$ cat src/hdl/hgb_pkg.sv
package hgb_pkg;

   typedef struct packed {
      logic               func;
      logic [5:0]         weight_index;
      logic [15:0]        weight_value;
      logic signed [15:0] in_red;
      logic signed [15:0] in_green;
      logic signed [15:0] in_blue;
      logic signed [15:0] in_alpha;
      logic               row_end;
   } req_type;

   typedef struct packed {
      logic signed [15:0] out_red;
      logic signed [15:0] out_green;
      logic signed [15:0] out_blue;
      logic signed [15:0] out_alpha;
      logic               row_last;
   } rsp_type;

   localparam logic       FUNC_WEIGHT = 1'b0;
   localparam logic [0:0] CSR_RADIUS  = 1'b0;
   localparam logic [0:0] CSR_STEP    = 1'b1;

   // accumulator: 16 x 16 signed product, wide enough for a sum over 255 taps
   localparam int ACC_W  = 41;
   localparam int WSUM_W = 24;

   typedef enum logic [2:0] {
      ST_IDLE,
      ST_TAP,
      ST_DRAIN,
      ST_DIV,
      ST_OUT
   } state_type;

   typedef struct packed {
      logic             start;
      logic [ACC_W-1:0] mag;
      logic             neg;
      logic [WSUM_W-1:0] wsum;
   } div_req_type;

endpackage

$ cat src/hdl/hgb_div.sv
// restoring divider, one quotient bit a cycle, rounding half away from zero
module hgb_div (
   input  logic                clock,
   input  logic                reset,
   input  hgb_pkg::div_req_type div_req,
   output logic                busy,
   output logic signed [15:0]  quot
);
   localparam int NW = hgb_pkg::ACC_W + 1;
   localparam int DW = hgb_pkg::WSUM_W + 1;
   localparam int CW = $clog2(NW + 1);

   logic [NW-1:0] num_ff, num_in;
   logic [DW:0]   rem_ff, rem_in;
   logic [DW-1:0] den_ff, den_in;
   logic [NW-1:0] q_ff, q_in;
   logic [CW-1:0] cnt_ff, cnt_in;
   logic          neg_ff, neg_in, zero_ff, zero_in, busy_ff, busy_in;
   logic [DW:0]   trial;
   logic          big;

   always_comb begin
      num_in = num_ff; rem_in = rem_ff; den_in = den_ff; q_in = q_ff;
      cnt_in = cnt_ff; neg_in = neg_ff; zero_in = zero_ff; busy_in = busy_ff;
      trial = {rem_ff[DW-1:0], num_ff[NW-1]};
      if (div_req.start) begin
         num_in  = {div_req.mag, 1'b0} + NW'(div_req.wsum);
         den_in  = {div_req.wsum, 1'b0};
         rem_in  = '0;
         q_in    = '0;
         cnt_in  = CW'(NW);
         neg_in  = div_req.neg;
         zero_in = (div_req.wsum == '0);
         busy_in = 1'b1;
      end else if (busy_ff) begin
         num_in = {num_ff[NW-2:0], 1'b0};
         if (trial >= {1'b0, den_ff}) begin
            rem_in = trial - {1'b0, den_ff};
            q_in   = {q_ff[NW-2:0], 1'b1};
         end else begin
            rem_in = trial;
            q_in   = {q_ff[NW-2:0], 1'b0};
         end
         cnt_in = cnt_ff - 1'b1;
         if (cnt_ff == CW'(1)) busy_in = 1'b0;
      end
   end

   always_ff @(posedge clock) begin
      if (reset) begin
         busy_ff <= 1'b0;
      end else begin
         busy_ff <= busy_in;
      end
      num_ff <= num_in; rem_ff <= rem_in; den_ff <= den_in; q_ff <= q_in;
      cnt_ff <= cnt_in; neg_ff <= neg_in; zero_ff <= zero_in;
   end

   assign busy = busy_ff;

   always_comb begin
      big = (q_ff[NW-1:16] != '0);
      if (zero_ff) begin
         quot = '0;
      end else if (neg_ff) begin
         if (big || q_ff[15:0] > 16'd32768) quot = 16'sh8000;
         else quot = 16'(-$signed({1'b0, q_ff[15:0]}));
      end else begin
         if (big || q_ff[15]) quot = 16'sh7fff;
         else quot = $signed(q_ff[15:0]);
      end
   end
endmodule

$ cat config.mk
export PLATFORM = sky130hd
export DESIGN_NAME = hgb_div
export DESIGN_NICKNAME = d
export VERILOG_FILES = /design/src/hdl/hgb_pkg.sv /design/src/hdl/hgb_div.sv
export SDC_FILE = /design/constraint.sdc
export NUM_CORES = 1
export LEC_CHECK = 0
export ABC_AREA = 1
export BUFFER_PORTS_ARGS = -buffer_cell sky130_fd_sc_hd__buf_2
export CAP_MARGIN = 10
export CORE_UTILIZATION = 43
export DETAILED_ROUTE_END_ITERATION = 8
export HOLD_SLACK_MARGIN = 0.08
export SLEW_MARGIN = 20
export SYNTH_ARGS = -nofsm -noshare
export SYNTH_HDL_FRONTEND = slang
export SYNTH_SLANG_ARGS = --single-unit
$ cat constraint.sdc
create_clock -name clock -period 3.01 [get_ports clock]
set_input_delay 0.602 -clock clock [delete_from_list [all_inputs] [get_ports clock]]
set_output_delay 0.602 -clock clock [all_outputs]
set_load 0.1 [all_outputs]
==> results.cfg <==
[outcome]
status = finished clean

[logic_synthesis]
synth-seq-cells = 142
synth_compound_area_frac = 0.0937
synthXorXnorAreaFrac = 0.0340
synth_edf_count = 68
synth_top_family_by_area = simple AND/OR/NAND/NOR gates
ys.flop_type = dfxtp_1
ys_types = 48
synth_warnings = 0
synth_area_mm2 = 0.00980
synthArstFlopShare = 0
syn_nets = 1542
synth-simple-area-share = 0.343
synth_fa_ha_area_frac = 0.0679
synth_seq_area_share = 0.360
synth_mux_area_frac = 0
syn_inst = 1421
avgSynthCellArea_um2 = 6.90

[route]
firstDrtPassIters = 5
vias = 9405
wl_mm = 27.2
initialDrtViolationCount = 600
post-route-drc-count = 0
routed_via_density = 5.20
ant_nets = 0
routedWlPerCell_um = 15.0

[power]
total_leakage_power_nw = 5.66
p_per_area_mw_per_mm2 = 447
vdd.ir_drop.worst_v = 0.000289

[sta]
finClkSkew_ns = 0.0128
finalHoldViolCount = 0
layout_setup_ws_ns = 0.101
finalCritPeriodShare = 0.966
period_minus_slack_ns = 2.91
setup_viol = 0
rsz0062_at_grt = true
hold_slack_ns = 0.340
max_clock_freq_ghz = 0.344
finalMaxSlewViolations = 0
tightestPinTransition_ns = 0.576
slew_headroom = 0.615

[global_routing]
grt_pass1_wl_mm = 44.4
grt-busiest-layer = met2
antenna_found_initial = 0
grtUsageTotal = 0.240
grtUsageMet3 = 0.0332
gr-usage-met2 = 0.395
grt_pass1_vias = 8890
met1_usage = 0.322
grt_overflow = 0
grt_max_degree = 42

[critical_path]
required_ns = 2.41
path_cells = inv_2 > ha_4 > nand3_2 > nor3_2 > nand2_1 > nor2_2 > nand2_1 > nand2_1 > nand2_2 > nand2_4 > nand2_8 > a21oi_4 > buf_12
cp.arrival_ns = 2.31
crit_path_end_kind = output port
crit_slowest_cell = dfxtp_1
worstSetupPathType = flop to output port
max_stage_delay_ns = 0.31
crit_path_start_kind = flop
crit_fanout = 7
critPathMostFrequentCell = nand2_1

[clock_network]
cts_made_buffers = 17
clockBufferDepth = 2
cts.sinks = 142
cts_hold_buf = 0
clock_latency_ns = 0.43
clk_pin_slew_ns = 0.06
htree_levels = 4
tritoncts = yes
cts-root-buf = clkbuf_16

[cells_and_area]
drive_gt1_frac = 0.134
layout_common_cells = nand2_1 (426), inv_1 (204), nand3_1 (111), nor2_1 (110), dfxtp_1 (74)
area_delta_synth_final_pct = 18.2
instances_no_fill = 1810
final_common_cell = nand2_1
fin_nets = 1638
diodes = 0

[min_path]
hold_class = input pin to flop

[die]
start_util = 0.444
dieArea_mm2 = 0.0234
die_w_um = 153
core_area_mm2 = 0.0221
rows = 54
die_y_um = 153
io_pins = 86

[place]
place_congestion = 0.975
dp.cells = 1765
portBuffers = 85
dp_hpwl_mm = 20.9
dpl_worst_slack_ns = 0.241

[job]
maxCapViolations = 0
==> synth_stat cells (all sizes together), types with 3 or more instances <==
master,number,share of area
nand3b,3,0.0023
nor2,129,0.052
dfxtp,74,0.15
xor2,25,0.022
nor3,19,0.012
nand3,113,0.058
a21oi,63,0.033
o21ai,47,0.024
a31oi,3,0.0019
or2,6,0.0038
nand2,437,0.17
ha,50,0.064
o22ai,43,0.027
edfxtp,68,0.21
xnor2,13,0.012
buf,14,0.011
nor4,18,0.011
inv,213,0.082
nand4,42,0.029
clkbuf,22,0.0084
==> state kept, by name, indices dropped and copies added (netlist names) <==
signal	count
zero_ff	1
cnt_ff	6
den_ff	24
q_ff	42
num_ff	42
rem_ff	25
neg_ff	1
busy	1
==> report_power, final <==
group	internal [mW]	switching [mW]	total (mW)
logic	0.274	0.562	0.835
clock network	1.22	0.913	2.14
registers	2.16	0.0426	2.20
==> per-stage QoR <==
step | power (mW) | utilization | TNS (ns) | area, µm²
3_5_place_dp | 3.05 | 0.486 | 0 | 10700
5_1_grt | 5.40 | 0.524 | -0.0966 | 11600
3_3_place_gp | 3.05 | 0.486 | 0 | 10700
6_report | 5.17 | 0.524 | 0 | 11600
2_1_floorplan | 2.78 | - | -1.05 | 9830
4_1_cts | 5.19 | 0.518 | 0 | 11400
==> worst max-delay path: cells and delay by family, from the launching register on <==
family / cells / cell delay [ns]
AND/OR/NAND/NOR: 9 / 0.98
buffers and inverters: 2 / 0.27
adder cells (fa/ha/maj): 1 / 0.13
flip-flops: 1 / 0.31
AO/OA/AOI/OAI: 1 / 0.19
==> layer usage <==
layer	vias up	part of all wire
met5	-	0
met4	0	0.026
met3	39	0.054
met2	232	0.46
met1	4293	0.46
li1	4841	-
==> cells by family (layout without fill, tap and decap cells) <==
group                    after synthesis  count (layout)
AO/OA/AOI/OAI                        165             165
adder cells (fa/ha/maj)               52              52
AND/OR/NAND/NOR                      773             774
buffers and inverters                251             359
flip-flops                           142             142
XOR/XNOR                              38              38
==> worst paths after layout <==
| kind | cells past startpoint | to | startpoint | slack, ns |
|---|---|---|---|---|
| max reg2reg | 15 | rem_ff[18] | den_ff[5] | 0.64 |
| min reg2reg | 2 | q_ff[24] | q_ff[23] | 0.48 |
| max | 13 | quot[1] | q_ff[0] | 0.10 |
| min | 2 | busy | reset | 0.34 |
==> what timing repair did <==
item | in CTS | in global routing
buffers inserted | 5 | 7
cloned | 1 | 0
pin swaps | 4 | 6
setup endpoints to repair | 16 | 16
resized for setup | 16 | 17
==> layout make-up <==
type                    instances  area, µm²
fillers                      2211      10500
multi-input cells            1029       5460
flip-flops and latches        142       3520
repair buffers                112        847
inverters                     215        811
clock buffers                  21        504
well taps                     280        350
clock inverters                11       92.6
No activity file was read; power rests on OpenSTA's default activity.
