## config.mk

```make
export PLATFORM = sky130hd
export DESIGN_NAME = hgb_mac
export DESIGN_NICKNAME = d
export VERILOG_FILES = /design/src/hdl/hgb_pkg.sv /design/src/hdl/hgb_mac.sv
export SDC_FILE = /design/constraint.sdc
export NUM_CORES = 1
export LEC_CHECK = 0
export BUFFER_PORTS_ARGS = -buffer_cell sky130_fd_sc_hd__buf_2
export CAP_MARGIN = 5
export CORE_ASPECT_RATIO = 0.8
export CORE_UTILIZATION = 45
export CTS_CLUSTER_DIAMETER = 150
export DETAILED_ROUTE_END_ITERATION = 8
export PLACE_DENSITY_LB_ADDON = 0.08
export SLEW_MARGIN = 25
export SYNTH_ARGS = -nofsm -noshare
export SYNTH_HDL_FRONTEND = slang
export SYNTH_SLANG_ARGS = --single-unit
```

## constraint.sdc

```tcl
create_clock -name clock -period 14.7 [get_ports clock]
set_input_delay 0.735 -clock clock [delete_from_list [all_inputs] [get_ports clock]]
set_output_delay 0.735 -clock clock [all_outputs]
set_load 0.005 [all_outputs]
```

## src/hdl/hgb_pkg.sv

```systemverilog
package hgb_pkg;

   typedef struct packed {
      logic               func;
      logic [5:0]         weight_index;
      logic [15:0]        weight_value;
      logic signed [15:0] in_red;
      logic signed [15:0] in_green;
      logic signed [15:0] in_blue;
      logic signed [15:0] in_alpha;
      logic               row_end;
   } req_type;

   typedef struct packed {
      logic signed [15:0] out_red;
      logic signed [15:0] out_green;
      logic signed [15:0] out_blue;
      logic signed [15:0] out_alpha;
      logic               row_last;
   } rsp_type;

   localparam logic       FUNC_WEIGHT = 1'b0;
   localparam logic [0:0] CSR_RADIUS  = 1'b0;
   localparam logic [0:0] CSR_STEP    = 1'b1;

   // accumulator: 16 x 16 signed product, wide enough for a sum over 255 taps
   localparam int ACC_W  = 41;
   localparam int WSUM_W = 24;

   typedef enum logic [2:0] {
      ST_IDLE,
      ST_TAP,
      ST_DRAIN,
      ST_DIV,
      ST_OUT
   } state_type;

   typedef struct packed {
      logic             start;
      logic [ACC_W-1:0] mag;
      logic             neg;
      logic [WSUM_W-1:0] wsum;
   } div_req_type;

endpackage

```

## src/hdl/hgb_mac.sv

```systemverilog
// weighted sum of one channel, one tap a cycle while en is high
module hgb_mac (
   input  logic                              clock,
   input  logic                              clear,
   input  logic                              en,
   input  logic signed [15:0]                pix,
   input  logic [15:0]                       wgt,
   output logic signed [hgb_pkg::ACC_W-1:0]  acc
);
   logic signed [hgb_pkg::ACC_W-1:0] acc_ff, acc_in;
   logic signed [32:0]               prod;

   always_comb begin
      prod   = pix * $signed({1'b0, wgt});
      acc_in = acc_ff;
      if (clear) acc_in = '0;
      else if (en) acc_in = acc_ff + hgb_pkg::ACC_W'(prod);
   end

   always_ff @(posedge clock) begin
      acc_ff <= acc_in;
   end

   assign acc = acc_ff;
endmodule
```

==> qor.csv, run 1 <==
stage;metric;value;unit
clocking;Clk Latency, worst-skew pair;0.30;ns
hold_path;hold crit path type;flop to flop;
setup_path;WP data required;14.88;ns
timing;fin crit share;46.3;%
drt;Initial DRC Count;460;
finish;# diodes;0;
finish;Final Core Density;48.8;%
synth;number of synthesized flops with an enable pin;0;
synth;most used flip-flop cell after synthesis;dfxtp_1;
clocking;hold buffers post-CTS;0;
timing;max-slew violations;0;
synth;simple-gate share of the synthesized area;16.6;%
flow_run;maximum capacitance violations;0;
drt;Residual DRC;0;
synth;Post-Syn Area;12100;um^2
global_routing;grt total ovfl;0;
clocking;Post CTS Setup Buffer Count;0;
synth;synth cell count leaders;inv_1 (332), fa_1 (227), nand2_1 (152), ha_1 (142), and2_1 (128);
timing;Least-Margin Pin Slew;0.981;ns
synth;post-synthesis sequential area ratio;6.81;%
timing;fmax;147;MHz
synth;adder-cell share of the synthesized area;52.5;%
place;Place WS;7.65;ns
timing;relative slew slack;34.6;%
clocking;TritonCTS buffer count;5;
synth;asr flop ratio synth;0;%
synth;Synth Area in Compound Gates;7.87;%
synth;post-synthesis cell count;1405;
finish;Layout area overhead;6.44;%
global_routing;initial antenna violation count;0;
drt;Pre-antenna DRT Iters;8;
floorplan;die span in x;185;um
floorplan;die area;27400;um^2
synth;count leader, synth;inv_1;
drt;Vias/cell;5.13;
synth;post-synthesis mux area share;1.80;%
setup_path;CP arrival;6.99;ns
clocking;Worst-path clk slew;0.07;ns
global_routing;vias in the first global route;9242;
timing;Final WS setup;7.90;ns
timing;final hold violation count;0;
drt;Post-Route WL;30.8;mm
place;RD Place Congestion;0.873;
floorplan;Core ar.;26300;um^2
synth;share of the synthesized area in the top cell type;37.7;%
setup_path;maximum fanout along the worst path;16;
global_routing;first-pass GRT wire length;50.1;mm
place;DP HPWL;25.5;mm
finish;nets@finish;1832;
synth;FF+latch count, synth;41;
floorplan;row count;53;
synth;post-synthesis cell type count;60;
global_routing;largest net degree at the start of global routing;46;
timing;RSZ-0062 raised after global routing;no;
finish;share of layout cells above drive strength 1;6.79;%
synth;ranking of synthesized cells by area;fa_1 (38%), ha_1 (15%), inv_1 (10%), dfxtp_1 (6.8%), and2_1 (6.6%);
setup_path;CP startpoint kind;input port;
synth;synthesis warning total;0;
clocking;TritonCTS clock tree;built;
synth;average instance area after synthesis;8.58;um^2
drt;WL/cell;17.3;um
synth;XOR/XNOR Fraction of Synth Area;2.18;%
clocking;CTS root buffer;clkbuf_16;
drt;ANT nets after route;0;
floorplan;I/O pin cnt;76;
setup_path;critical path class;input port to flop;
synth;largest area contributor in the netlist;fa_1;
global_routing;GRT Resource Usage Total;23.8;%
floorplan;Starting Density;45.9;%
setup_path;Critical Path End Type;flop;
clocking;clock buffer depth;2;
finish;fillers;2639;
floorplan;die height;148;um
timing;minimum clock period;6.80;ns
timing;Final Skew;0.00774;ns
finish;multi-input logic area;9750;um^2
clocking;H-tree depth;2;
timing;setup violators final;0;
clocking;post_cts resized;0;
drt;Via Count;9160;
run_status;status;complete, no violations;
finish;max FFs per register;41;
place;I/O Buffers;75;
clocking;clk sinks;41;
finish;Sequential Area;821;um^2
synth;syn_nets;1809;
timing;post-route setup TNS;0;ns
synth;largest family of logic cells by synthesized area;adder cells;
routing by layer:
metal  wire, um  GRT usage [%]
met1      14600           34.3
met3       1330           3.11
met2      14700           39.1
met4        254           3.26
met5          0              0
cell families (layout without fill, tap and decap cells):
kind of cell / Yosys count / in the layout
AOI/OAI and AO/OA: 144 / 144
xor gates and xnor gates: 30 / 30
adders and majority gates: 369 / 369
buffers and inverters: 392 / 416
DFF: 41 / 41
muxes: 21 / 21
and+or+nand+nor: 408 / 408
final timing paths:
check | slack [ns] | from | end | depth (start not counted)
hold / removal | 0.50 | acc[26] | acc[26] | 2
setup reg to reg | 9.12 | acc[15] | acc[37] | 18
hold reg to reg | 0.50 | acc[26] | acc[26] | 2
setup / recovery | 7.90 | pix[7] | acc[37] | 23
placed cells by master, fill, tap and decap left out, types with 3 or more instances in the layout:
cell	count
and2_1	128
a31oi_1	3
o21bai_1	7
nand2_1	152
o211ai_1	3
nand2b_1	7
clkbuf_16	5
nor2_1	67
o21ai_0	22
mux2i_1	19
dfxtp_1	41
a21oi_1	44
a21o_1	20
ha_1	142
fa_1	227
xor2_1	11
nand3_1	13
o21a_1	8
buf_2	75
o22ai_1	6
nor3_1	6
and3_1	5
nand4_1	12
a211oi_1	8
inv_1	332
xnor2_1	19
critical path, stage by stage:
cell and delay [ns]:
buf_2 0.33, nand2_1 0.14, fa_1 0.55, inv_1 0.05, fa_1 0.50, inv_1 0.06
fa_1 0.53, inv_1 0.05, fa_1 0.49, fa_1 0.50, inv_1 0.05, fa_1 0.48
inv_1 0.05, ha_1 0.36, a21oi_1 0.27, o21ai_1 0.19, o311ai_1 0.36, and3_1 0.28
a211oi_2 0.11, nor2_1 0.21, o31a_1 0.22, a21o_1 0.17, mux2_4 0.29
through the flow:
step	std cells	hold WS (ns)	area [um^2]
after detailed placement	1778	0.487	12700
after floorplan	1405	0.470	12100
after global routing	1786	0.537	12800
after global placement	1778	0.479	12700
final	1786	0.498	12800
after CTS	1786	0.501	12800
final cells by class:
| cell class | count | area share, % |
|---|---|---|
| inverter | 332 | 9.72 |
| sequential | 41 | 6.40 |
| timing repair buffer | 76 | 2.98 |
| multi-input combinational | 972 | 76.0 |
| tap | 357 | 3.48 |
| clock buffer | 6 | 1.08 |
| clock inverter | 2 | 0.293 |
Power of run 1 is left out: the tool's default activity adds up to more than one toggle a clock period on the data nets, which glitch-free logic cannot reach.
==> inputs of run 2 (changes only) <==
==> constraint.sdc (replaced) <==
create_clock -name clock -period 6.5 [get_ports clock]
set_input_delay 0.325 -clock clock [delete_from_list [all_inputs] [get_ports clock]]
set_output_delay 0.325 -clock clock [all_outputs]
set_load 0.005 [all_outputs]
==> run 2 against run 1 <==
First-iteration DRC count down 23%; cell count up 1.2%; design area up 1.3%; sequential share of layout area down 0.081 points; worst setup slack worse by 7.5 ns; critical path type unchanged; critical endpoint unchanged.
==> qor.csv, run 2 (synthesis gave the netlist of run 1 again) <==
stage;metric;value;unit
run_status;status;complete, no violations;
timing;post-route setup TNS;0;ns
floorplan;die area;27400;um^2
floorplan;Starting Density;45.9;%
clocking;Worst-path clk slew;0.06;ns
clocking;CTS root buffer;clkbuf_16;
setup_path;Levels on crit path;21;
drt;Initial DRC Count;352;
finish;fillers;2648;
place;I/O Buffers;75;
setup_path;CP startpoint kind;input port;
hold_path;hold crit path type;flop to flop;
global_routing;GRT Resource Usage Total;24.0;%
setup_path;critical path's slowest cell;fa_1;
timing;relative slew slack;37.7;%
timing;final hold violation count;0;
global_routing;first-pass GRT wire length;51.0;mm
setup_path;critical path class;input port to flop;
global_routing;initial antenna violation count;0;
setup_path;crit path to;acc[37];
timing;fmax;163;MHz
drt;Residual DRC;0;
global_routing;largest net degree at the start of global routing;46;
timing;setup violators final;0;
setup_path;Worst R2R Start;acc[15];
setup_path;CP bufs+invs;4;
drt;Pre-antenna DRT Iters;5;
setup_path;critical path cell sequence;buf_2, nand2_1, fa_1, fa_1, fa_1, inv_1, fa_1, fa_1, inv_1, fa_1, inv_1, ha_1, a21oi_1, o21ai_1, o311ai_1, and3_1, a211oi_2, nor2_1, o31a_1, a21o_1, mux2_4;
place;DP Cell Count;1800;
finish;# diodes;0;
drt;Post-Route WL;31.1;mm
clocking;Post CTS Setup Buffer Count;0;
clocking;Clk Latency, worst-skew pair;0.29;ns
setup_path;CP peak stage delay;0.53;ns
drt;Vias/cell;5.07;
clocking;H-tree depth;2;
setup_path;CP arrival;6.29;ns
place;Place WS;0.104;ns
setup_path;R2R Path End;acc[37];
finish;commonest non-fill, non-tap cell in the layout;inv_1;
setup_path;reg2reg path depth;18;
setup_path;Critical Path End Type;flop;
drt;WL/cell;17.2;um
finish;most frequent cells in the layout;inv_1 (332), fa_1 (227), nand2_1 (152);
setup_path;WP data required;6.68;ns
finish;nets@finish;1854;
finish;Final Core Density;49.5;%
place;RD Place Congestion;0.869;
drt;ANT nets after route;0;
flow_run;maximum capacitance violations;0;
clocking;TritonCTS clock tree;built;
setup_path;FF-to-FF setup slack;1.08;ns
drt;Via Count;9174;
global_routing;vias in the first global route;9370;
timing;max-slew violations;0;
timing;minimum clock period;6.12;ns
floorplan;row count;53;
timing;Least-Margin Pin Slew;0.934;ns
finish;max FFs per register;41;
global_routing;grt total ovfl;0;
timing;fin crit share;94.1;%
clocking;clock buffer depth;2;
clocking;clk sinks;41;
floorplan;die height;148;um
finish;final cell count without fillers;1808;
setup_path;maximum fanout along the worst path;16;
timing;Final Skew;0.0101;ns
clocking;TritonCTS buffer count;5;
clocking;hold buffers post-CTS;0;
setup_path;delay-heaviest family, CP;adder cells;
floorplan;Core ar.;26300;um^2
timing;Final WS setup;0.382;ns
floorplan;I/O pin cnt;76;
setup_path;most used cell, CP;fa_1;
setup_path;crit path launch;wgt[13];
place;DP HPWL;26.5;mm
finish;Layout area overhead;7.80;%
timing;RSZ-0062 raised after global routing;no;
floorplan;die span in x;185;um
finish;share of layout cells above drive strength 1;8.13;%
==> run 2: cell types whose count changed in the layout (fill, tap and decap cells not counted) <==
cell / delta
buf_2: -1
buf_4: +22
clkbuf_1: +1
clkbuf_4: +1
clkinvlp_4: -1
==> run 2: routing by layer <==
layer | part of all wire (%) | vias to the layer above | global-route usage [%] | wire length (um)
li1 | - | 4359 | - | -
met1 | 50 | 4650 | 36.1 | 15500
met2 | 47 | 153 | 39.1 | 14500
met3 | 2.8 | 12 | 1.69 | 878
met4 | 0.47 | 0 | 1.78 | 147
met5 | 0 | - | 0 | 0
==> run 2: how the worst min path moves through the flow <==
stage	start	endpoint	slack, ns	cells past startpoint
final	acc[27]	acc[27]	0.50	2
after CTS	acc[27]	acc[27]	0.50	2
after global placement	acc[27]	acc[27]	0.48	2
after floorplan	acc[19]	acc[19]	0.47	2
after detailed placement	acc[27]	acc[27]	0.48	2
after global routing	acc[27]	acc[27]	0.51	2
==> run 2: per-stage QoR <==
step / area [um^2] / hold slack (ns)
2_1_floorplan: 12100 / 0.470
6_report: 13000 / 0.495
3_5_place_dp: 12800 / 0.483
5_1_grt: 13000 / 0.513
4_1_cts: 13000 / 0.497
3_3_place_gp: 12800 / 0.482
==> run 2: cell type report <==
class / instances / area, um^2 / share of cell area [%]
well taps: 357 / 447 / 3.44
multi-input cells: 972 / 9750 / 75.1
flip-flops and latches: 41 / 821 / 6.32
clock buffers: 7 / 143 / 1.10
repair buffers: 98 / 551 / 4.24
clock inverters: 1 / 30.0 / 0.231
inverters: 332 / 1250 / 9.59
==> run 2: tightest hold or removal path, delay by kind of cell (launching register included) <==
kind	cells	cell delay [ns]
DFF	1	0.32
and+or+nand+nor	1	0.07
AOI/OAI and AO/OA	1	0.06
==> run 2: repair_timing <==
action,CTS,global route
setup endpoints to repair,0,1
hold endpoints to repair,0,0
resized for setup,0,1
Power of run 2 is left out for the same reason.
==> inputs of run 3 (changes only) <==
--- a/config.mk
+++ b/config.mk
@@ -5,12 +5,12 @@
 export SDC_FILE = /design/constraint.sdc
 export NUM_CORES = 1
 export LEC_CHECK = 0
-export BUFFER_PORTS_ARGS = -buffer_cell sky130_fd_sc_hd__buf_2
 export CAP_MARGIN = 5
 export CORE_ASPECT_RATIO = 0.8
 export CORE_UTILIZATION = 45
 export CTS_CLUSTER_DIAMETER = 150
 export DETAILED_ROUTE_END_ITERATION = 8
+export DONT_BUFFER_PORTS = 1
 export PLACE_DENSITY_LB_ADDON = 0.08
 export SLEW_MARGIN = 25
 export SYNTH_ARGS = -nofsm -noshare
==> run 3 against run 2 <==
Via count fell by 2.2%; worst setup slack improved by 0.25 ns; critical path type unchanged; clock-buffer cell count fell by 1; hold slack got worse by 0.41 ns; design area fell by 4.4%; global-route usage fell by 0.23 points; cell count fell by 5.4%; wire length fell by 1.2%; die area did not move.
==> qor.csv, run 3 (synthesis gave the netlist of run 1 again) <==
stage;metric;value;unit
run_status;status;complete, no violations;
finish;most frequent cells in the layout;inv_1 (332), fa_1 (227), nand2_1 (152);
setup_path;CP startpoint kind;input port;
drt;Residual DRC;0;
finish;# diodes;0;
setup_path;WP data required;6.68;ns
timing;max-slew violations;0;
global_routing;GRT Resource Usage Total;23.7;%
setup_path;CP peak stage delay;0.53;ns
finish;max FFs per register;41;
timing;post-route setup TNS;0;ns
floorplan;die height;148;um
finish;commonest non-fill, non-tap cell in the layout;inv_1;
timing;RSZ-0062 raised after global routing;no;
finish;multi-input logic area;9750;um^2
timing;Least-Margin Pin Slew;0.942;ns
clocking;CTS root buffer;clkbuf_16;
setup_path;CP bufs+invs;5;
floorplan;Starting Density;45.9;%
setup_path;maximum fanout along the worst path;16;
floorplan;row count;53;
clocking;Clk Latency, worst-skew pair;0.30;ns
drt;Pre-antenna DRT Iters;5;
timing;minimum clock period;5.87;ns
timing;setup violators final;0;
drt;Via Count;8969;
floorplan;die span in x;185;um
flow_run;maximum capacitance violations;0;
timing;final hold violation count;0;
finish;Layout area overhead;3.01;%
clocking;hold buffers post-CTS;0;
setup_path;critical path cell sequence;nand2_1, fa_1, inv_1, fa_1, inv_1, fa_1, inv_1, fa_1, fa_1, inv_1, fa_1, inv_1, ha_1, a21oi_1, o21ai_1, o311ai_1, and3_1, a21oi_1, a21oi_1, o21ai_0, o311ai_0;
place;RD Place Congestion;0.847;
place;DP HPWL;25.2;mm
clocking;post_cts resized;0;
setup_path;critical path's slowest cell;fa_1;
timing;relative slew slack;37.1;%
finish;fillers;2691;
drt;Initial DRC Count;442;
global_routing;vias in the first global route;9206;
timing;fmax;170;MHz
timing;Final Skew;0.0140;ns
clocking;Post CTS Setup Buffer Count;0;
clocking;clk sinks;41;
global_routing;first-pass GRT wire length;50.1;mm
clocking;H-tree depth;2;
hold_path;hold crit path type;input port to flop;
setup_path;Critical Path End Type;flop;
floorplan;die area;27400;um^2
drt;ANT nets after route;0;
clocking;TritonCTS clock tree;built;
setup_path;CP arrival;6.05;ns
global_routing;grt total ovfl;0;
global_routing;initial antenna violation count;0;
finish;share of layout cells above drive strength 1;1.55;%
place;I/O Buffers;0;
setup_path;most used cell, CP;fa_1;
timing;fin crit share;90.2;%
floorplan;I/O pin cnt;76;
drt;Vias/cell;5.24;
setup_path;delay-heaviest family, CP;adder cells;
clocking;Worst-path clk slew;0.08;ns
global_routing;largest net degree at the start of global routing;46;
finish;nets@finish;1757;
drt;Post-Route WL;30.7;mm
finish;Sequential Area;821;um^2
floorplan;Core ar.;26300;um^2
drt;WL/cell;17.9;um
setup_path;critical path class;input port to flop;
clocking;TritonCTS buffer count;5;
clocking;clock buffer depth;2;
setup_path;FF-to-FF setup slack;0.96;ns
-- run 3: cell type report --
cell class	count	share of cell area, %
clock inverter	2	0.0806
sequential	41	6.61
inverter	332	10.0
tap	357	3.60
clock buffer	6	1.04
multi-input combinational	972	78.6
timing repair buffer	1	0.0605
-- run 3: per-stage QoR --
| stage | instance area, um^2 | worst slack (ns) | utilization (%) | std cells | hold WS (ns) |
|---|---|---|---|---|---|
| floorplan | 12100 | 0.500 | - | 1405 | 0.470 |
| global placement | 12300 | 0.406 | 46.7 | 1703 | 0.401 |
| detailed placement | 12300 | 0.379 | 46.7 | 1703 | 0.404 |
| CTS | 12400 | 0.656 | 47.3 | 1711 | 0.0887 |
| global route | 12400 | 0.239 | 47.3 | 1711 | 0.0855 |
| finish | 12400 | 0.635 | 47.3 | 1711 | 0.0878 |
-- run 3: final timing paths --
| check | from | cells past startpoint | end |
|---|---|---|---|
| worst min-delay path | clear | 1 | acc[1] |
| worst min register to register | acc[27] | 2 | acc[27] |
| worst max register to register | acc[15] | 18 | acc[37] |
| worst max-delay path | wgt[7] | 21 | acc[39] |
-- run 3: routing by layer --
| layer | wire, um | global-route usage, % | vias up |
|---|---|---|---|
| li1 | - | - | 4172 |
| met1 | 14000 | 33.9 | 4577 |
| met2 | 14400 | 38.4 | 207 |
| met3 | 2110 | 4.90 | 13 |
| met4 | 189 | 1.98 | 0 |
| met5 | 0 | 0 | - |
Power of run 3 is left out for the same reason.
